File: src/rtl/efmp_pkg.sv
// shared types and constants for the extension field multiply / power block
// no dependencies
package efmp_pkg;
    localparam int LANE_W = 8;
    localparam int LANES_MAX = 12;
    localparam int RES_W = 64 + 32;
    localparam logic [1:0] CMD_NONE = 2'd0;
    localparam logic [1:0] CMD_MUL = 2'd1;
    localparam logic [1:0] CMD_SQR = 2'd2;

    typedef struct packed {
        logic       load;
        logic       start;
        logic [1:0] op;
        logic       commit;
    } efmp_cmd_t;

    typedef struct packed {
        logic busy;
        logic done;
    } efmp_sts_t;
endpackage

File: src/rtl/efmp_ctrl.sv
// sequencer for multiply and power: walks exponent bits for power and issues field multiplies
// depends on efmp_pkg
module efmp_ctrl #(
    parameter int EXP_BITS = 89
) (
    input  logic                  aclk,
    input  logic                  aresetn,
    input  logic                  go,
    input  logic                  is_pow,
    input  logic [127:0]          exp_in,
    input  efmp_pkg::efmp_sts_t   sts,
    output efmp_pkg::efmp_cmd_t   cmd,
    output logic                  finish
);
    localparam logic [2:0] ST_IDLE = 3'd0;
    localparam logic [2:0] ST_MUL  = 3'd1;
    localparam logic [2:0] ST_MWT  = 3'd2;
    localparam logic [2:0] ST_SQ   = 3'd3;
    localparam logic [2:0] ST_SWT  = 3'd4;
    localparam logic [2:0] ST_ONE  = 3'd5;
    localparam logic [2:0] ST_OWT  = 3'd6;
    localparam int CW = $clog2(EXP_BITS + 1);

    logic [2:0]          state_reg, state_next;
    logic [EXP_BITS-1:0] exp_reg, exp_next;
    logic [CW-1:0]       cnt_reg, cnt_next;

    always_ff @(posedge aclk) begin
        if (!aresetn) begin
            state_reg <= ST_IDLE;
        end else begin
            state_reg <= state_next;
        end
        exp_reg <= exp_next;
        cnt_reg <= cnt_next;
    end

    always_comb begin
        state_next = state_reg;
        exp_next = exp_reg;
        cnt_next = cnt_reg;
        cmd = '0;
        finish = 1'b0;
        unique case (state_reg)
            ST_IDLE: begin
                if (go) begin
                    cmd.load = 1'b1;
                    exp_next = exp_in[EXP_BITS-1:0];
                    cnt_next = '0;
                    state_next = is_pow ? ST_MUL : ST_ONE;
                end
            end
            ST_ONE: begin
                cmd.start = 1'b1;
                cmd.op = efmp_pkg::CMD_MUL;
                state_next = ST_OWT;
            end
            ST_OWT: begin
                if (sts.done) begin
                    cmd.commit = 1'b1;
                    finish = 1'b1;
                    state_next = ST_IDLE;
                end
            end
            ST_MUL: begin
                if (exp_reg[0]) begin
                    cmd.start = 1'b1;
                    cmd.op = efmp_pkg::CMD_MUL;
                    state_next = ST_MWT;
                end else begin
                    state_next = ST_SQ;
                end
            end
            ST_MWT: begin
                if (sts.done) begin
                    cmd.commit = 1'b1;
                    state_next = ST_SQ;
                end
            end
            ST_SQ: begin
                cmd.start = 1'b1;
                cmd.op = efmp_pkg::CMD_SQR;
                state_next = ST_SWT;
            end
            ST_SWT: begin
                if (sts.done) begin
                    cmd.commit = 1'b1;
                    exp_next = exp_reg >> 1;
                    cnt_next = cnt_reg + 1'b1;
                    if (cnt_reg == CW'(EXP_BITS - 1)) begin
                        finish = 1'b1;
                        state_next = ST_IDLE;
                    end else begin
                        state_next = ST_MUL;
                    end
                end
            end
            default: state_next = ST_IDLE;
        endcase
    end
endmodule

File: config.mk
export PLATFORM = sky130hd
export DESIGN_NAME = efmp_ctrl
export DESIGN_NICKNAME = d
export VERILOG_FILES = /design/src/rtl/efmp_pkg.sv /design/src/rtl/efmp_ctrl.sv
export SDC_FILE = /design/constraint.sdc
export NUM_CORES = 1
export LEC_CHECK = 0
export BUFFER_PORTS_ARGS = -buffer_cell sky130_fd_sc_hd__buf_2
export CAP_MARGIN = 20
export CORE_UTILIZATION = 34
export DETAILED_ROUTE_END_ITERATION = 8
export PLACE_DENSITY = 0.68
export SYNTH_ARGS = -nofsm -noshare
export SYNTH_HDL_FRONTEND = slang
export SYNTH_SLANG_ARGS = --single-unit
File: constraint.sdc
create_clock -name aclk -period 3.2 [get_ports aclk]
set_clock_uncertainty 0.05 [all_clocks]
set_input_delay 0.64 -clock aclk [delete_from_list [all_inputs] [get_ports aclk]]
set_output_delay 0.64 -clock aclk [all_outputs]
set_load 0.02 [all_outputs]
==> results of run 1 <==
==> worst paths after layout <==
path              depth (start not counted)      endpoint          from
setup / recovery                          6        finish    cnt_reg[0]
hold / removal                            2   exp_reg[66]   exp_reg[67]
setup reg to reg                          4  state_reg[0]  state_reg[2]
hold reg to reg                           2   exp_reg[66]   exp_reg[67]
==> through the flow <==
stage | setup WS, ns | hold slack (ns) | instance area (µm²) | total power, mW | cells
5_1_grt | 0.6508 | 0.4800 | 5353 | 3.682 | 705
3_5_place_dp | 1.051 | 0.4473 | 5016 | 2.385 | 688
2_1_floorplan | 0.2725 | 0.4336 | 4407 | 2.217 | 437
6_report | 0.7920 | 0.4614 | 5353 | 3.484 | 705
4_1_cts | 0.7597 | 0.4650 | 5325 | 3.537 | 704
3_3_place_gp | 1.100 | 0.4388 | 5016 | 2.359 | 688
==> worst reg2reg max path, stage by stage, from the launching register on <==
cell	delay, ns
dfxtp_1	0.55
nor3b_2	0.28
buf_4	0.69
a221oi_1	0.22
a211oi_1	0.23
==> layer usage <==
layer,global-route usage,vias up
li1,-,1605
met1,0.1528,1407
met2,0.2171,77
met3,0.05544,7
met4,0.04957,0
met5,0,-
==> logic make-up after synthesis <==
kind of cell             synth area share
adder cells (fa/ha/maj)          0.005679
buffers and inverters             0.03664
AO/OA/AOI/OAI                     0.02016
multiplexers                     0.002556
AND/OR/NAND/NOR                    0.2610
XOR/XNOR                         0.005965
flip-flops                         0.6680
==> final cells by class <==
type	count	area, µm²
multi-input cells	312	1316
fillers	1256	7267
inverters	3	11.26
clock buffers	10	229.0
clock inverters	6	80.08
flip-flops and latches	99	2943
well taps	172	215.2
repair buffers	103	558.0
==> power by group through the flow <==
stage / combinational [mW] / sequential, mW / clock, mW
finish: 0.534 / 1.82 / 1.13
global placement: 0.521 / 1.84 / 0
floorplan: 0.393 / 1.82 / 0
CTS: 0.539 / 1.82 / 1.18
global route: 0.619 / 1.84 / 1.22
detailed placement: 0.537 / 1.85 / 0
==> cell usage in the layout, fill, tap and decap left out, types with 2 or more instances in the layout <==
cell	netlist	layout
and2_1	3	3
nand2_1	267	267
a21oi_1	3	3
ha_1	2	2
dfxtp_1	3	3
o21ai_0	3	3
edfxtp_1	96	96
clkbuf_16	0	9
inv_1	3	3
nor2b_1	4	4
nor3_1	2	2
xor2_1	2	2
buf_4	0	2
clkinv_1	0	2
nor2_1	6	6
or3_1	2	2
nand3_1	3	3
o21a_1	2	2
bufinv_16	0	2
buf_2	15	99
==> impl_metrics.py, run 1 <==
metrics = {
    "placed_design": {
        "dp_hpwl_um": 5021,
        "portBuffers": 99,
        "gp_congestion": 0.7555,
    },
    "finish": {
        "diodes": 0,
        "largest_register_ffs": 89,
        "areaGrowthSynthToFinish_pct": 21.50,
        "drive_above_1_share": 0.2270,
        "finish.utilization": 0.4242,
        "nNetsFinal": 664,
    },
    "clock_network": {
        "numClockSinks": 99,
        "root_buffer": "clkbuf_16",
        "cts_tree": "built",
        "postCtsSetupBuffers": 0,
        "ctsResizeCount": 0,
        "htreeDepth": 3,
        "holdBufCountCts": 0,
        "clkLatencyLatePin_ns": 0.34,
        "cts_buffers": 9,
        "cts_buffer_depth": 2,
        "clkTransAtPathRegs_ns": 0.06,
    },
    "sta": {
        "setup_viol": 0,
        "grt_setup_unrepaired": "no",
        "maxClockFrequency_mhz": 415.3,
        "hold_violations": 0,
        "min_period_ns": 2.408,
        "maxSlewHeadroom": 0.3942,
        "fin_setup_tns_ns": 0,
        "finalMaxSlewViolations": 0,
        "worstMarginPinSlew_ns": 0.9087,
        "fin_crit_sh": 0.7525,
    },
    "floorplanning": {
        "initial_core_util": 0.3491,
        "die_x_um": 115.8,
        "coreArea_mm2": 0.01262,
        "io-pin-count": 140,
        "die_y_um": 115.8,
        "num_rows": 41,
        "die_area_mm2": 0.01342,
    },
    "power": {
        "p_leak_nw": 2.413,
        "power_frac_clock": 0.325,
        "irDropWorstVdd_v": 0.0004181,
        "p_sw_mw": 0.8776,
        "seq_power_share": 0.522,
        "switching_share": 0.2519,
        "combPwrFrac": 0.153,
        "power_density_mw_per_mm2": 650.9,
        "power.internal_mw": 2.607,
    },
    "worst_setup_path": {
        "worstSetupStartpointType": "flop",
        "r2r_slack_ns": 1.10,
        "critPathKind": "reg2out",
        "crit_path_cell_trace": "inv_1 -> ha_1 -> nand2_1 -> nor4_1 -> o211a_1 -> buf_2",
        "critPathTopFamily": "flip-flops",
        "cp_slowest_cell": "edfxtp_1",
        "slowest_delay_ns": 0.43,
        "worstPathRequired_ns": 2.51,
        "end_kind": "primary output",
        "cp.arrival_ns": 1.72,
        "crit_path_max_fanout": 4,
        "crit_buf_inv": 2,
    },
    "detailed_routing": {
        "antenna_left": 0,
        "wl_met2_um": 3825,
        "post_drt_wl_per_cell_um": 11.53,
        "top_layer_used": "met4",
        "dr.pass1.iters": 4,
        "routed_wl_um": 8130,
        "via_count": 3096,
        "first_iter_violations": 178,
        "drc_errors": 0,
        "dr_wl_met3_um": 487,
        "met1Wirelength_um": 3719,
        "viasPerCell": 4.391,
    },
    "yosys": {
        "syn_inst": 437,
        "yosysWarnings": 0,
        "synth-seq-cells": 99,
        "synthArstFlopShare": 0,
        "yosysTopAreaCell": "edfxtp_1",
        "synth_cell_types": 31,
        "syn_area_per_cell_um2": 10.08,
        "yosysSeqAreaShare": 0.6680,
        "synth_top_area_share": 0.6544,
        "synth_fp_nets": 573,
        "ys_top_cells_by_area": "edfxtp_1, nand2_1, buf_2",
        "synth.top_cells.by_count": "nand2_1, edfxtp_1, buf_2",
        "yosysMostFrequentCell": "nand2_1",
        "synth_area_mm2": 0.004405,
        "synth_ff_type": "edfxtp_1",
        "synth_edf_count": 96,
    },
    "global_routing": {
        "grt_first_pass_wirelength_um": 13490,
        "track_usage": 0.1317,
        "gr-total-overflow": 0,
        "antenna_found_initial": 0,
        "grt_max_degree": 96,
        "grt_pass1_vias": 3071,
    },
    "job": {
        "drv_cap": 0,
    },
    "worst_hold_path": {
        "min_path_type": "reg2reg",
    },
    "status": {
        "status": "finished clean",
    },
}
No activity file was read; power rests on OpenSTA's default activity.
==> inputs of run 2 (changes only) <==
--- a/config.mk
+++ b/config.mk
@@ -5,11 +5,12 @@
 export SDC_FILE = /design/constraint.sdc
 export NUM_CORES = 1
 export LEC_CHECK = 0
+export ABC_AREA = 1
 export BUFFER_PORTS_ARGS = -buffer_cell sky130_fd_sc_hd__buf_2
 export CAP_MARGIN = 20
 export CORE_UTILIZATION = 34
 export DETAILED_ROUTE_END_ITERATION = 8
-export PLACE_DENSITY = 0.68
+export PLACE_DENSITY = 0.66
 export SYNTH_ARGS = -nofsm -noshare
 export SYNTH_HDL_FRONTEND = slang
 export SYNTH_SLANG_ARGS = --single-unit
==> constraint.sdc (replaced) <==
create_clock -name aclk -period 2.3 [get_ports aclk]
set_clock_uncertainty 0.05 [all_clocks]
set_input_delay 0.46 -clock aclk [delete_from_list [all_inputs] [get_ports aclk]]
set_output_delay 0.46 -clock aclk [all_outputs]
set_load 0.02 [all_outputs]
==> impl_metrics.py, run 2 <==
metrics = {
    "status": {
        "status": "finished clean",
    },
    "clock_network": {
        "ctsResizeCount": 0,
        "holdBufCountCts": 0,
        "clkLatencyLatePin_ns": 0.34,
        "cts_tree": "built",
        "postCtsSetupBuffers": 0,
        "cts_buffer_depth": 2,
        "numClockSinks": 99,
        "root_buffer": "clkbuf_16",
        "htreeDepth": 3,
        "cts_buffers": 9,
        "clkTransAtPathRegs_ns": 0.06,
    },
    "global_routing": {
        "track_usage": 0.1262,
        "grt_max_degree": 97,
        "gr-total-overflow": 0,
        "grt_pass1_vias": 2963,
        "grt_first_pass_wirelength_um": 13190,
        "antenna_found_initial": 0,
    },
    "power": {
        "switching_share": 0.3259,
        "power_frac_clock": 0.224,
        "power.internal_mw": 4.280,
        "p_sw_mw": 2.070,
        "p_leak_nw": 2.460,
        "combPwrFrac": 0.279,
        "seq_power_share": 0.498,
        "power_density_mw_per_mm2": 1189,
        "irDropWorstVdd_v": 0.0007449,
    },
    "worst_setup_path": {
        "end_kind": "primary output",
        "critPathKind": "reg2out",
        "worstPathRequired_ns": 1.79,
        "r2r-end": "cnt_reg[4]",
        "r2r_slack_ns": 0.42,
        "cp.arrival_ns": 1.54,
        "reg2regPathDepth": 6,
        "worstSetupStartpointType": "flop",
        "r2r-start": "state_reg[0]",
        "crit_path_max_fanout": 4,
    },
    "finish": {
        "finish.utilization": 0.4215,
        "multi_input_area_mm2": 0.001309,
        "nNetsFinal": 693,
        "stdcell_area_mm2": 0.005341,
        "drive_above_1_share": 0.2179,
        "final_common_cell": "nand2_1",
        "diodes": 0,
        "largest_register_ffs": 89,
        "areaGrowthSynthToFinish_pct": 20.29,
        "n_fill_cell": 1274,
        "final_cell_mix": "nand2_1, buf_2, edfxtp_1",
        "ff_latch_area_mm2": 0.002945,
    },
    "yosys": {
        "ys_top_cells_by_area": "edfxtp_1, nand2_1, nor2_1",
        "syn_area_per_cell_um2": 9.570,
        "synth_fp_nets": 600,
        "synth_cell_types": 19,
        "yosysSeqAreaShare": 0.6627,
        "synth_top_area_share": 0.6492,
        "synth_compound_area_frac": 0.01437,
        "syn_inst": 464,
        "synthArstFlopShare": 0,
        "synthMuxAreaShare": 0,
        "synth-simple-area-share": 0.2668,
        "yosysWarnings": 0,
        "yosysTopAreaCell": "edfxtp_1",
        "synth_edf_count": 96,
        "synth_ff_type": "edfxtp_1",
        "synth_area_mm2": 0.004441,
        "synthAdderAreaFrac": 0.005635,
        "synth_top_family_by_area": "simple AND/OR/NAND/NOR gates",
        "yosysMostFrequentCell": "nand2_1",
        "synth.top_cells.by_count": "nand2_1, edfxtp_1, nor2_1",
        "synth-xor-area-share": 0.001972,
        "synth-seq-cells": 99,
    },
    "sta": {
        "maxSlewHeadroom": 0.3739,
        "grt_setup_unrepaired": "no",
        "hold_violations": 0,
        "setup_viol": 0,
        "finalMaxSlewViolations": 0,
        "fin_crit_sh": 0.8919,
        "maxClockFrequency_mhz": 487.5,
        "min_period_ns": 2.051,
        "worstMarginPinSlew_ns": 0.9392,
        "setup_slack_ns": 0.2486,
    },
    "detailed_routing": {
        "viasPerCell": 4.362,
        "first_iter_violations": 230,
        "dr.pass1.iters": 4,
        "antenna_left": 0,
        "via_count": 3193,
        "routed_wl_um": 8138,
        "post_drt_wl_per_cell_um": 11.12,
        "drc_errors": 0,
    },
    "worst_hold_path": {
        "worstHoldStart": "aresetn",
        "min_path_cells": 3,
        "min_path_type": "in2reg",
        "min_to": "state_reg[2]",
    },
    "placed_design": {
        "post-place-ws_ns": 0.3667,
        "placed_area_mm2": 0.005067,
        "dp_hpwl_um": 5077,
        "gp_congestion": 0.7766,
        "portBuffers": 99,
    },
    "floorplanning": {
        "coreArea_mm2": 0.01267,
        "num_rows": 41,
        "die_area_mm2": 0.01352,
        "die_y_um": 116.3,
        "initial_core_util": 0.3504,
        "die_x_um": 116.3,
        "io-pin-count": 140,
    },
    "job": {
        "drv_cap": 0,
    },
}
[run 2: changes by cell type after synthesis, moves of 4 or more]
| cell | previous run | this run |
|---|---|---|
| nand2_1 | 267 | 280 |
| nor2_1 | 6 | 23 |
| buf_2 | 15 | 10 |
| nor2b_1 | 4 | 0 |
| inv_1 | 3 | 17 |
| o21ai_0 | 3 | 7 |
[run 2: stage by stage]
step / setup TNS (ns) / instances / power, mW / hold slack (ns)
finish: 0 / 732 / 6.349 / 0.3213
CTS: 0 / 732 / 6.472 / 0.3010
detailed placement: 0 / 718 / 5.013 / 0.4490
global route: 0 / 732 / 6.809 / 0.3124
global placement: 0 / 718 / 4.926 / 0.4430
floorplan: -30.11 / 464 / 4.573 / 0.4374
[run 2: final cells by class]
cell class,instances,share of cell area
sequential,99,0.5514
multi-input combinational,327,0.2450
timing repair buffer,102,0.09932
clock buffer,11,0.04357
tap,172,0.04029
inverter,18,0.01265
clock inverter,3,0.007730
[run 2: kinds of logic after synthesis]
kind of cell,after synthesis
buffers and inverters,38
AND/OR/NAND/NOR,312
XOR/XNOR,1
AO/OA/AOI/OAI,12
adder cells (fa/ha/maj),2
flip-flops,99
[run 2: power by group through the flow]
| stage | Combinational, mW | Clock, mW | Sequential (mW) |
|---|---|---|---|
| after floorplan | 1.41 | 0 | 3.17 |
| after global placement | 1.75 | 0 | 3.17 |
| after detailed placement | 1.81 | 0 | 3.20 |
| after CTS | 1.82 | 1.48 | 3.17 |
| after global routing | 2.05 | 1.53 | 3.23 |
| final | 1.77 | 1.42 | 3.16 |
[run 2: critical path, stage by stage (launching register included)]
cell and delay (ns):
edfxtp_1 0.44, inv_1 0.09, ha_1 0.14, inv_1 0.04
nor2_1 0.10, nand2_1 0.09, o32ai_1 0.11, buf_2 0.21
[run 2: routing by layer]
layer,wire [µm],up-vias,global-route usage
met5,0,-,0
met4,138,0,0.05641
met3,380,9,0.03062
met2,3687,74,0.2087
met1,3932,1445,0.1566
li1,-,1665,-
[run 2: worst max path at each step]
stage / start / to / slack, ns / cells after the start
final: cnt_reg[0] / finish / 0.25 / 7
after global routing: cnt_reg[0] / finish / 0.14 / 7
after CTS: cnt_reg[0] / finish / 0.21 / 7
after detailed placement: state_reg[0] / cnt_reg[4] / 0.37 / 6
after global placement: state_reg[2] / cnt_reg[3] / 0.43 / 5
after floorplan: state_reg[0] / cnt_reg[0] / -0.31 / 3
